## src/rtl/eyq_pkg.sv

```systemverilog
package eyq_pkg;

  localparam int CW   = 34;
  localparam int MW   = 32;
  localparam int FRAC = 30;

  localparam logic signed [CW-1:0] PI_FX      = 34'sd3373259426;
  localparam logic signed [CW-1:0] HALF_PI_FX = 34'sd1686629713;
  localparam logic signed [CW-1:0] GAIN_FX    = 34'sd652032874;

  typedef struct packed {
    logic signed [CW-1:0] x;
    logic signed [CW-1:0] y;
    logic signed [CW-1:0] z;
    logic                 neg;
  } cs_t;

  function automatic logic signed [CW-1:0] atan_val(input int i);
    logic signed [CW-1:0] r;
    case (i)
      0:  r = 34'sd843314856;
      1:  r = 34'sd497837829;
      2:  r = 34'sd263043836;
      3:  r = 34'sd133525158;
      4:  r = 34'sd67021686;
      5:  r = 34'sd33543515;
      6:  r = 34'sd16775850;
      7:  r = 34'sd8388437;
      8:  r = 34'sd4194282;
      9:  r = 34'sd2097149;
      10: r = 34'sd1048575;
      11: r = 34'sd524287;
      12: r = 34'sd262143;
      13: r = 34'sd131071;
      14: r = 34'sd65535;
      15: r = 34'sd32767;
      16: r = 34'sd16383;
      17: r = 34'sd8191;
      18: r = 34'sd4095;
      19: r = 34'sd2047;
      20: r = 34'sd1023;
      21: r = 34'sd511;
      22: r = 34'sd255;
      23: r = 34'sd127;
      24: r = 34'sd63;
      25: r = 34'sd31;
      26: r = 34'sd15;
      27: r = 34'sd8;
      28: r = 34'sd4;
      29: r = 34'sd2;
      30: r = 34'sd1;
      default: r = '0;
    endcase
    return r;
  endfunction

  // product of two 30 fraction bit values, rounded back to 30 fraction bits
  function automatic logic signed [MW-1:0] mul2(input logic signed [MW-1:0] a,
                                                input logic signed [MW-1:0] b);
    logic signed [2*MW-1:0] p;
    logic signed [2*MW-1:0] r;
    p = a * b;
    r = (p + (64'sd1 <<< (FRAC - 1))) >>> FRAC;
    return r[MW-1:0];
  endfunction

endpackage

```

## src/rtl/eyq_prerotate.sv

```systemverilog
module eyq_prerotate #(
  parameter int ANGLE_BITS = 16
) (
  input  logic                         clk,
  input  logic                         en,
  input  logic signed [ANGLE_BITS-1:0] angle,
  output eyq_pkg::cs_t                 q
);

  logic signed [eyq_pkg::CW-1:0] za;
  logic signed [eyq_pkg::CW-1:0] zf;
  eyq_pkg::cs_t                  q_nxt;
  eyq_pkg::cs_t                  q_r;

  // half angle with 30 fraction bits
  assign za = eyq_pkg::CW'(angle);
  assign zf = za <<< (33 - ANGLE_BITS);

  always_comb begin
    q_nxt.x   = eyq_pkg::GAIN_FX;
    q_nxt.y   = '0;
    q_nxt.z   = zf;
    q_nxt.neg = 1'b0;
    if (zf > eyq_pkg::HALF_PI_FX) begin
      q_nxt.z   = zf - eyq_pkg::PI_FX;
      q_nxt.neg = 1'b1;
    end else if (zf < -eyq_pkg::HALF_PI_FX) begin
      q_nxt.z   = zf + eyq_pkg::PI_FX;
      q_nxt.neg = 1'b1;
    end
  end

  always_ff @(posedge clk) begin
    if (en) begin
      q_r <= q_nxt;
    end
  end

  assign q = q_r;

endmodule

```

## config.mk

```make
export PLATFORM = sky130hd
export DESIGN_NAME = eyq_prerotate
export DESIGN_NICKNAME = d
export VERILOG_FILES = /design/src/rtl/eyq_pkg.sv /design/src/rtl/eyq_prerotate.sv
export SDC_FILE = /design/constraint.sdc
export NUM_CORES = 1
export LEC_CHECK = 0
export BUFFER_PORTS_ARGS = -buffer_cell sky130_fd_sc_hd__clkbuf_2
export CORE_AREA = 5 5 75 77
export CTS_CLUSTER_SIZE = 8
export DETAILED_ROUTE_END_ITERATION = 8
export DIE_AREA = 0 0 80 82
export PLACE_DENSITY = 0.78
export SYNTH_ARGS = -nofsm -noshare
export SYNTH_HDL_FRONTEND = slang
export SYNTH_SLANG_ARGS = --single-unit
```

## constraint.sdc

```tcl
create_clock -name clk -period 2.1 [get_ports clk]
set_clock_uncertainty 0.05 [all_clocks]
set_input_delay 0.105 -clock clk [delete_from_list [all_inputs] [get_ports clk]]
set_output_delay 0.105 -clock clk [all_outputs]
set_load 0.02 [all_outputs]
```

==> impl_metrics.json <==
{
  "setup_tns_ps": 0,
  "grt_max_degree": 21,
  "drt-vias-per-instance": 4.41,
  "dieHeight_um": 82,
  "relSlewSlack_pct": 63.4,
  "post_cts_buffers": 0,
  "worstPathArrival_ps": 1740,
  "antenna_found_initial": 0,
  "peakVddDrop_uv": 213,
  "wl_mm": 3.90,
  "cts_sinks": 20,
  "worstSetupPathType": "in2reg",
  "drive_gt1_share_pct": 26.3,
  "end_kind": "flop",
  "synthesis.area_um2": 2040,
  "cts_hold_buf": 0,
  "min_path_type": "in2reg",
  "synthArstFlopShare_pct": 0,
  "cts_htree_levels": 1,
  "post_drt_wl_per_cell_um": 12.0,
  "cts_root_buffer": "clkbuf_8",
  "synthCells": 222,
  "hold_depth": 3,
  "ys_seq_area_share_pct": 29.5,
  "syn_avg_cell_area_um2": 9.18,
  "grt_pass1_vias": 1308,
  "io_pins": 121,
  "synth_edf_count": 20,
  "powerDensity_nw_per_um2": 589,
  "firstDrtPassIters": 5,
  "dieArea_um2": 6560,
  "core-area_um2": 4940,
  "drtIter0Drc": 139,
  "cts.clk_slew.worst_paths_ps": 70,
  "tightest_slew_ps": 542,
  "largest_reg_flops": 20,
  "portBuffers": 51,
  "vias": 1433,
  "ys_warn_count": 0,
  "ctsResizeCount": 0,
  "fin_util_pct": 41.3,
  "ys_seq_elements": 20,
  "rsz0062_at_grt": "false",
  "cts_buffer_depth": 2,
  "layout.nets": 279,
  "maxCapViolations": 0,
  "dp_hpwl_mm": 3.25,
  "layout_commonest_cell": "conb_1",
  "postRouteAntennaNets": 0,
  "start_util_pct": 41.2,
  "diodes": 0,
  "syn2layout_area_growth_pct": 0.307,
  "gr-total-overflow": 0,
  "cts_tree": "yes",
  "status": "completed",
  "globalplace.congestion": 0.843,
  "crit_required_ps": 2060,
  "p_leak_nw": 1.00,
  "synth_ff_type": "edfxtp_1",
  "mostFrequentLayoutCells": "conb_1 (69), clkbuf_2 (51), edfxtp_1 (20)",
  "grt_use_total_pct": 11.2,
  "period_share_pct": 85.0,
  "drc": 0,
  "setup_viol_count_final": 0,
  "die_w_um": 80,
  "core.rowCount": 26,
  "cp_max_fo": 6,
  "drv_slew": 0,
  "fmax_mhz": 560,
  "yosysUniqueCellTypes": 50,
  "period_needed_ps": 1790,
  "fill_cells": 524,
  "grt_pass1_wl_mm": 5.80,
  "cp-start-kind": "input pin",
  "hold_viol_final": 0,
  "cts_buffers": 3
}
layout make-up:
cell class | instances | area [um2] | share of cell area (%)
Clock buffer | 3 | 41.3 | 2.02
Inverter | 12 | 45.0 | 2.20
Multi-Input combinational cell | 163 | 956 | 46.8
Sequential cell | 20 | 601 | 29.4
Timing Repair Buffer | 57 | 313 | 15.3
Tap cell | 70 | 87.6 | 4.29
cells by family after synthesis:
group | synth area share, %
multiplexers | 1.60
buffers and inverters | 35.9
flip-flops | 29.5
AO/OA/AOI/OAI | 14.4
XOR/XNOR | 5.96
AND/OR/NAND/NOR | 9.77
adder cells (fa/ha/maj) | 2.46
other | 0.369
critical path: stages:
cell and delay (ps):
clkbuf_2 100, buf_4 150, inv_1 50, ha_1 140
nor3b_1 310, o21ai_0 170, a211oi_1 360, a2bb2oi_1 250
xnor2_1 100
Yosys cell counts, types with 4 or more instances:
master    number  area, um2
xnor2_1        5       43.8
nand2_1        9       33.8
o22ai_1        4       25.0
inv_1         12       45.0
buf_2          6       30.0
buf_4         83        623
ha_1           4       50.1
xor2_1         7       61.3
edfxtp_1      20        601
nor2_1        11       41.3
through the flow:
step	hold WS, ps	instances	total power [W]	setup WS [ps]	instance area, um2
floorplan	167	289	0.000982	262	2290
global placement	377	322	0.000962	97.3	2000
detailed placement	416	322	0.000971	65.7	2000
CTS	156	325	0.00121	310	2040
global route	191	325	0.00126	150	2040
finish	150	325	0.00120	315	2040
worst paths after layout:
| kind | startpoint | endpoint | slack (ps) |
|---|---|---|---|
| worst max-delay path | angle[4] | q[31]$_DFFE_PP_ | 310 |
| worst min-delay path | angle[1] | q[19]$_DFFE_PP_ | 150 |
per-layer routing:
layer,part of all wire (%),up-vias,global-route usage (%)
li1,-,675,-
met1,33,645,11.6
met2,52,102,21.3
met3,12,11,1.97
met4,2.6,0,6.25
met5,0,-,0
where the power goes:
group,switching [W],internal (W)
clock,0.000112,0.000127
sequential,0.0000136,0.000495
combinational,0.000332,0.000124
total,0.000457,0.000746
No activity file was read; power rests on OpenSTA's default activity.
