$ cat config.mk
export PLATFORM = sky130hd
export DESIGN_NAME = eyq_cordic_stage
export DESIGN_NICKNAME = d
export VERILOG_FILES = /design/src/rtl/eyq_pkg.sv /design/src/rtl/eyq_cordic_stage.sv
export SDC_FILE = /design/constraint.sdc
export NUM_CORES = 1
export LEC_CHECK = 0
export CAP_MARGIN = 15
export CORE_UTILIZATION = 60
export CTS_CLUSTER_DIAMETER = 50
export DETAILED_ROUTE_END_ITERATION = 8
export DONT_BUFFER_PORTS = 1
export MAX_ROUTING_LAYER = met4
export PLACE_DENSITY = 0.9
export SLEW_MARGIN = 40
export SYNTH_ARGS = -nofsm -noshare
export SYNTH_HDL_FRONTEND = slang
export SYNTH_SLANG_ARGS = --single-unit
$ cat constraint.sdc
create_clock -name clk -period 4.31 [get_ports clk]
set_input_delay 0.862 -clock clk [delete_from_list [all_inputs] [get_ports clk]]
set_output_delay 0.862 -clock clk [all_outputs]
set_load 0.01 [all_outputs]
$ cat src/rtl/eyq_pkg.sv
package eyq_pkg;

  localparam int CW   = 34;
  localparam int MW   = 32;
  localparam int FRAC = 30;

  localparam logic signed [CW-1:0] PI_FX      = 34'sd3373259426;
  localparam logic signed [CW-1:0] HALF_PI_FX = 34'sd1686629713;
  localparam logic signed [CW-1:0] GAIN_FX    = 34'sd652032874;

  typedef struct packed {
    logic signed [CW-1:0] x;
    logic signed [CW-1:0] y;
    logic signed [CW-1:0] z;
    logic                 neg;
  } cs_t;

  function automatic logic signed [CW-1:0] atan_val(input int i);
    logic signed [CW-1:0] r;
    case (i)
      0:  r = 34'sd843314856;
      1:  r = 34'sd497837829;
      2:  r = 34'sd263043836;
      3:  r = 34'sd133525158;
      4:  r = 34'sd67021686;
      5:  r = 34'sd33543515;
      6:  r = 34'sd16775850;
      7:  r = 34'sd8388437;
      8:  r = 34'sd4194282;
      9:  r = 34'sd2097149;
      10: r = 34'sd1048575;
      11: r = 34'sd524287;
      12: r = 34'sd262143;
      13: r = 34'sd131071;
      14: r = 34'sd65535;
      15: r = 34'sd32767;
      16: r = 34'sd16383;
      17: r = 34'sd8191;
      18: r = 34'sd4095;
      19: r = 34'sd2047;
      20: r = 34'sd1023;
      21: r = 34'sd511;
      22: r = 34'sd255;
      23: r = 34'sd127;
      24: r = 34'sd63;
      25: r = 34'sd31;
      26: r = 34'sd15;
      27: r = 34'sd8;
      28: r = 34'sd4;
      29: r = 34'sd2;
      30: r = 34'sd1;
      default: r = '0;
    endcase
    return r;
  endfunction

  // product of two 30 fraction bit values, rounded back to 30 fraction bits
  function automatic logic signed [MW-1:0] mul2(input logic signed [MW-1:0] a,
                                                input logic signed [MW-1:0] b);
    logic signed [2*MW-1:0] p;
    logic signed [2*MW-1:0] r;
    p = a * b;
    r = (p + (64'sd1 <<< (FRAC - 1))) >>> FRAC;
    return r[MW-1:0];
  endfunction

endpackage

$ cat src/rtl/eyq_cordic_stage.sv
module eyq_cordic_stage #(
  parameter int STAGE = 0
) (
  input  logic         clk,
  input  logic         en,
  input  eyq_pkg::cs_t d,
  output eyq_pkg::cs_t q
);

  logic signed [eyq_pkg::CW-1:0] dx;
  logic signed [eyq_pkg::CW-1:0] dy;
  eyq_pkg::cs_t                  q_nxt;
  eyq_pkg::cs_t                  q_r;

  assign dx = d.y >>> STAGE;
  assign dy = d.x >>> STAGE;

  always_comb begin
    q_nxt.neg = d.neg;
    if (!d.z[eyq_pkg::CW-1]) begin
      q_nxt.x = d.x - dx;
      q_nxt.y = d.y + dy;
      q_nxt.z = d.z - eyq_pkg::atan_val(STAGE);
    end else begin
      q_nxt.x = d.x + dx;
      q_nxt.y = d.y - dy;
      q_nxt.z = d.z + eyq_pkg::atan_val(STAGE);
    end
  end

  always_ff @(posedge clk) begin
    if (en) begin
      q_r <= q_nxt;
    end
  end

  assign q = q_r;

endmodule

==> results_dict.tcl, run 1 <==
set metrics [dict create \
    status "finished, final reports clean" \
    met1_length_mm 12.8 \
    synth_fp_nets 1456 \
    fin_crit_sh 0.868 \
    cts_resized 0 \
    clock_path_buffers 2 \
    io-pin-count 208 \
    clk_pin_slew_worst_paths_ps 80 \
    cts_buffers 9 \
    yosys_register_bits 102 \
    hold_buffers 0 \
    wl_met2_mm 13.6 \
    routed_wl_mm 30.7 \
    routed.top_layer "met4" \
    dp.cells 1410 \
    antenna_found_initial 0 \
    post_cts_buffers 0 \
    rows 48 \
    synthArstFlopShare 0 \
    synth_area_mm2 0.0106 \
    die_w_um 135 \
    setup_violations 0 \
    fp.dieH_um 135 \
    slew_violations 0 \
    groute.usage.overall 0.348 \
    cp.required_ps 4420 \
    ir_drop_uv 201 \
    cts_tree "done" \
    ys_types 77 \
    cts-root-buf "clkbuf_16" \
    avgViaCountPerCell 6.73 \
    layout.cells.non_filler 1426 \
    critPathCaptureType "flip-flop" \
    layout_common_cells "ha_1 (128), a21oi_1 (127), inv_1 (113)" \
    die-area_mm2 0.0181 \
    vias 9599 \
    grt_pass1_wl_mm 47.8 \
    path_class "in -> reg" \
    finalSetupTns_ps 0 \
    cts.htree.levels 3 \
    first_global_vias 8839 \
    clock_sinks 102 \
    netlist_instances 1219 \
    syn2layout_area_growth_pct 4.59 \
    yosysSeqAreaShare 0.290 \
    syn_area_per_cell_um2 8.66 \
    n_antenna_cell 0 \
    max-cap-violations 0 \
    initial_utilization 0.612 \
    cp_max_fo 102 \
    portBuffers 0 \
    largest_reg_flops 102 \
    nets 1433 \
    place_hpwl_mm 24.2 \
    coreArea_mm2 0.0172 \
    drc 0 \
    worstMarginPinSlew_ps 714 \
    utilization 0.640 \
    hold_class "in -> reg" \
    overflow 0 \
    rsz0062_at_grt "no" \
    yosysWarnings 0 \
    period_minus_slack_ps 3740 \
    synth_top_flop_cell "edfxtp_1" \
    cp_data_arrival_time_ps 3860 \
    slew_headroom 0.519 \
    hold_violations 0 \
    drt_iter0_drc 1096 \
    postRouteAntennaNets 0 \
    dr.pass1.iters 7 \
    max_freq_mhz 267 \
    synth_edf_count 102 \
    drive_above_1_share 0.0475 \
    gp_congestion 1.01 \
    grt_max_degree 103 \
    layout_commonest_cell "ha_1" \
    pwr_density_cell_mw_per_mm2 319 \
    leakagePower_uw 0.00463 \
    met3_length_mm 3.70 \
    cp-start-kind "input port" \
    wl_per_cell_um 21.6 \
]
Yosys cell counts (all sizes together), types with 22 or more instances:
library cell  number  share of area
a21oi            128          0.062
edfxtp           102           0.29
a211oi            24          0.019
ha               128           0.15
nand2             56          0.020
buf               30          0.014
nor2              99          0.035
xnor2             68          0.056
nand3             25          0.012
a21o              38          0.027
o21ai             73          0.035
nor3              22          0.010
clkbuf            22         0.0078
inv              113          0.040
cells by family (layout without fill, tap and decap cells):
group	Yosys count	after routing	synth area share
AOI/OAI and AO/OA	417	417	0.262
DFF	102	102	0.290
xor gates and xnor gates	83	83	0.0689
adders and majority gates	132	132	0.159
muxes	18	18	0.0171
and+or+nand+nor	300	300	0.139
buffers and inverters	167	149	0.0630
worst max-delay path, stage by stage:
cell and delay (ps):
clkinv_1 70, buf_4 360, ha_1 360, and3_1 230, and3_1 200, a211oi_1 380
nor3_1 130, o21ai_0 530, a21oi_1 240, o311ai_0 480
cell type report:
class	instances	area, µm²
timing repair buffer	18	135
fill	1453	6200
inverter	115	432
tap	225	282
clock inverter	6	70.1
multi-input combinational	950	6830
clock buffer	10	229
sequential	102	3060
per-layer routing:
layer,track usage,vias to the layer above
li1,-,4400
met1,0.478,4462
met2,0.520,671
met3,0.0713,66
met4,0.0893,0
met5,-,-
path summary, 6_finish.rpt:
kind,startpoint,cells after the start,slack (ps),endpoint
worst min-delay path,d[3],0,600,q[3]$_DFFE_PP_
worst max-delay path,d[34],10,570,q[33]$_DFFE_PP_
stage by stage:
step | total power (µW) | area, µm² | hold slack (ps) | setup slack, ps
global route | 3670 | 11000 | 589 | 314
finish | 3520 | 11000 | 598 | 568
global placement | 2630 | 10700 | 961 | 519
detailed placement | 2650 | 10700 | 961 | 314
CTS | 3490 | 11000 | 594 | 667
floorplan | 2340 | 10600 | 961 | 209
report_power, final:
part | total [µW] | switching [µW] | internal [µW]
sequential | 1490 | 166 | 1320
combinational | 1190 | 726 | 461
clock | 845 | 389 | 457
total | 3520 | 1280 | 2240
(Power assumes the default switching activity.)
==> inputs of run 2 (changes only) <==
ABC_AREA = 1   (was unset)
==> results_dict.tcl, run 2 <==
set metrics [dict create \
    synthTopCellsByArea "edfxtp_1 (26%), nand2_1 (15%), ha_1 (14%), inv_1 (7.1%), a21oi_1 (6.7%)" \
    layout_commonest_cell "nand2_1" \
    synth_edf_count 102 \
    synthArstFlopShare 0 \
    clock_sinks 102 \
    power.switching_uw 1510 \
    cp-start-kind "input port" \
    n_antenna_cell 0 \
    max_freq_mhz 354 \
    slew_headroom 0.455 \
    synth_fp_nets 2020 \
    drt_iter0_drc 1327 \
    hold_class "in -> reg" \
    postRouteAntennaNets 0 \
    synth.most_common_cell "nand2_1" \
    nets 1989 \
    synth_top_flop_cell "edfxtp_1" \
    slowest_delay_ps 520 \
    dp.cells 2006 \
    initial_utilization 0.610 \
    cts.htree.levels 3 \
    hold_buffers 0 \
    rows 51 \
    path_cells "inv_1 -> ha_1 -> inv_1 -> a21oi_1 -> o21ai_1 -> a21oi_1 -> nor2_1 -> nor2_1 -> nand3_1 -> nand3_1 -> nand2_1" \
    period_minus_slack_ps 2820 \
    ys_types 41 \
    die_w_um 142 \
    drive_above_1_share 0.0256 \
    gp_congestion 1.04 \
    holdWs_ps 590 \
    leakagePower_uw 0.00591 \
    synthTopCellsByCount "nand2_1 (488), inv_1 (225), nor2_1 (176)" \
    vias 12200 \
    groute.usage.overall 0.401 \
    cp_data_arrival_time_ps 2950 \
    grt_max_degree 103 \
    clk_pin_slew_worst_paths_ps 90 \
    layout_common_cells "nand2_1 (488), inv_1 (225), nor2_1 (176)" \
    critPathCaptureType "flip-flop" \
    intPower_uw 2120 \
    cts_tree "done" \
    dr.pass1.iters 7 \
    hold_violations 0 \
    rsz0062_at_grt "no" \
    slew_violations 0 \
    worstHoldStart "d[3]" \
    synth_area_mm2 0.0118 \
    largest_reg_flops 102 \
    max-cap-violations 0 \
    pre_cts_ws_ps 1190 \
    cpMaxStageDelayCell "ha_1" \
    cts-root-buf "clkbuf_16" \
    yosysWarnings 0 \
    syn2layout_area_growth_pct 3.22 \
    cp_top_family "compound AO/OA/AOI/OAI gates" \
    cts_resized 0 \
    p_comb_frac 0.364 \
    drc 0 \
    layout.cells.non_filler 2022 \
    fp.dieH_um 142 \
    overflow 0 \
    path_class "in -> reg" \
    min_path_cells 0 \
    cp_max_fo 9 \
    avgViaCountPerCell 6.03 \
    cp.required_ps 4440 \
    seqPwrFrac 0.395 \
    die-area_mm2 0.0203 \
    wl_per_cell_um 19.5 \
    first_global_vias 11600 \
    status "finished, final reports clean" \
    netlist_instances 1783 \
    fin_crit_sh 0.655 \
    clock_path_buffers 2 \
    clkPwrFrac 0.241 \
    io-pin-count 208 \
    min_to "q[3]$_DFFE_PP_" \
    yosysSeqAreaShare 0.259 \
    worstMarginPinSlew_ps 817 \
    setup_violations 0 \
    ir_drop_uv 207 \
    pwr_density_cell_mw_per_mm2 297 \
    yosys_register_bits 102 \
    yosysTopAreaCellShare 0.259 \
    crit_buf_inv 2 \
    yosys.area.top_type "edfxtp_1" \
    setup_ws_ps 1490 \
    post_cts_buffers 0 \
    coreArea_mm2 0.0194 \
    grt_pass1_wl_mm 59.9 \
    p_sw_frac 0.416 \
    cts_buffers 9 \
    antenna_found_initial 0 \
    portBuffers 0 \
    finalSetupTns_ps 0 \
    syn_area_per_cell_um2 6.64 \
    place_hpwl_mm 32.0 \
    routed_wl_mm 39.4 \
]
## run 2: cell count changes in the layout (fill, tap and decap cells not counted), sizes merged, moves of 23 or more
cell / previous run / this run
nand2: 56 / 489
o21ai: 73 / 115
nand3: 25 / 155
inv: 115 / 237
nor2: 99 / 182
a21o: 38 / 15
xnor2: 68 / 5
a21oi: 128 / 161
xor2: 15 / 44
a211oi: 24 / 0
## run 2: worst max path at each step
stage | from | to | slack (ps) | cells past startpoint
6_report | d[48] | q[61]$_DFFE_PP_ | 1490 | 11
5_1_grt | d[48] | q[95]$_DFFE_PP_ | 1320 | 11
4_1_cts | d[39] | q[57]$_DFFE_PP_ | 1580 | 13
3_5_place_dp | d[39] | q[57]$_DFFE_PP_ | 1190 | 13
3_3_place_gp | d[38] | q[85]$_DFFE_PP_ | 1250 | 10
2_1_floorplan | d[34] | q[31]$_DFFE_PP_ | 1430 | 14
## run 2: cell type report
class,count,area [µm²]
clock buffers,9,225
multi-input cells,1404,7640
well taps,265,332
flip-flops and latches,102,3060
inverters,234,878
repair buffers,1,7.51
clock inverters,7,75.1
fillers,1817,7170
## run 2: metal layers
layer / track usage / up-vias / wire length [µm]
met2: 0.651 / 714 / 18000
met3: 0.0828 / 131 / 4040
met5: - / - / 0
met1: 0.475 / 5519 / 15500
li1: - / 5828 / -
met4: 0.192 / 0 / 1930
## run 2: kinds of logic (layout without fill, tap and decap cells)
logic type                 count (synthesis)  in the layout  synth area share
and+or+nand+nor                          881            881             0.307
muxes                                      2              2           0.00169
xor gates and xnor gates                  49             49            0.0362
adders and majority gates                132            132             0.142
buffers and inverters                    277            251            0.0959
DFF                                      102            102             0.259
AOI/OAI and AO/OA                        340            340             0.158
## run 2: power groups by stage
stage / Clock (µW) / Sequential [µW] / Combinational (µW)
2_1_floorplan: 0 / 1420 / 964
3_3_place_gp: 0 / 1460 / 1250
3_5_place_dp: 0 / 1450 / 1270
4_1_cts: 869 / 1440 / 1280
5_1_grt: 903 / 1450 / 1450
6_report: 874 / 1430 / 1320
## run 2: through the flow
stage               total power [µW]  utilization  area, µm²
floorplan                       2390            -      11800
global placement                2700        0.615      11900
detailed placement              2730        0.615      11900
CTS                             3580        0.630      12200
global route                    3810        0.630      12200
finish                          3630        0.630      12200
==> inputs of run 3 (changes only) <==
clock period = 2.28 ns   (was 4.31 ns; I/O delays follow)
==> results_dict.tcl, run 3 (same netlist as run 2, synthesis figures left out) <==
set metrics [dict create \
    hold_violations 0 \
    routed_wl_mm 40.8 \
    rsz0062_at_grt "yes" \
    finalSetupTns_ps 0 \
    crit_buf_inv 2 \
    cts_tree "done" \
    syn2layout_area_growth_pct 18.2 \
    busiest_layer "met2" \
    cts_buffers 9 \
    max_freq_mhz 459 \
    layout.cells.non_filler 2254 \
    antenna_found_initial 0 \
    coreArea_mm2 0.0194 \
    grt_util_met1 0.491 \
    first_global_vias 12700 \
    worstMarginPinSlew_ps 781 \
    fp.dieH_um 142 \
    grt_max_degree 103 \
    cp_data_arrival_time_ps 2310 \
    cpMaxStageDelayCell "ha_1" \
    status "finished, final reports clean" \
    layout_common_cells "nand2_1 (487), buf_4 (233), inv_1 (225)" \
    avgViaCountPerCell 5.84 \
    hold_class "in -> reg" \
    postRouteAntennaNets 0 \
    grt_pass1_wl_mm 63.2 \
    slew_headroom 0.479 \
    dp.cells 2238 \
    path_class "in -> reg" \
    dr.pass1.iters 6 \
    wl_per_cell_um 18.1 \
    slowest_delay_ps 360 \
    largest_reg_flops 102 \
    drc 0 \
    clock_path_buffers 2 \
    cp_top_family "simple AND/OR/NAND/NOR gates" \
    groute.usage.overall 0.416 \
    critPathCaptureType "flip-flop" \
    nets 2221 \
    clock_sinks 102 \
    n_antenna_cell 0 \
    cts-root-buf "clkbuf_16" \
    cp.required_ps 2410 \
    io-pin-count 208 \
    period_minus_slack_ps 2180 \
    crit_top_cell "nand2_1" \
    portBuffers 0 \
    setup_violations 0 \
    die_w_um 142 \
    drive_above_1_share 0.143 \
    fin_crit_sh 0.955 \
    vias 13200 \
    pwr_density_cell_mw_per_mm2 532 \
    cp_max_fo 7 \
    leakagePower_uw 0.00701 \
    rows 51 \
    ir_drop_uv 411 \
    use_met3 0.0771 \
    use_met2 0.670 \
    place_hpwl_mm 33.2 \
    max-cap-violations 0 \
    slew_violations 0 \
    path_cells "inv_1 -> ha_1 -> buf_4 -> nor2_1 -> nand2_1 -> o21ai_2 -> nand2_1 -> nand2_1 -> nand2_1 -> nand2_1 -> nand2_1 -> nand3_1 -> nand2_1" \
    clk_pin_slew_worst_paths_ps 90 \
    gp_congestion 1.07 \
    cts.htree.levels 3 \
    overflow 0 \
    initial_utilization 0.610 \
    die-area_mm2 0.0203 \
    drt_iter0_drc 1252 \
    cp-start-kind "input port" \
    layout_commonest_cell "nand2_1" \
]
run 3: cell type report:
cell class,count,area (µm²)
fill,1722,5400
sequential,102,3060
clock buffer,9,225
tap,265,332
timing repair buffer,233,1750
inverter,234,878
multi-input combinational,1404,7680
clock inverter,7,77.6
run 3: timing repair:
item,CTS,global route
endpoints found under the setup margin,0,37
buffers inserted,0,0
gates resized for setup,0,11
hold buffers,0,0
run 3: routing by layer:
layer	vias to the layer above	routed length (µm)
li1	6283	-
met1	6002	15800
met2	726	18600
met3	147	4100
met4	0	2260
met5	-	0
run 3: through the flow:
stage / cell area (µm²) / hold slack, ps / total power (µW) / util / setup WS (ps)
global route: 14000 / 165 / 7830 / 0.722 / -22.4
floorplan: 11900 / 555 / 4510 / - / 12.8
CTS: 14000 / 179 / 7340 / 0.720 / 70.9
global placement: 13700 / 555 / 5640 / 0.705 / -300
finish: 14000 / 177 / 7450 / 0.722 / 104
detailed placement: 13700 / 555 / 5710 / 0.705 / -311
run 3: final timing paths:
path / end / slack, ps / cells past startpoint / from
worst max-delay path: q[97]$_DFFE_PP_ / 100 / 13 / d[41]
worst min-delay path: q[2]$_DFFE_PP_ / 180 / 0 / d[2]
run 3: power by group:
group          total (µW)  switching [µW]  leakage, µW  internal, µW
clock network        1660             875     0.000144           783
registers            2720             276     0.000997          2440
logic                3070            1830      0.00587          1240
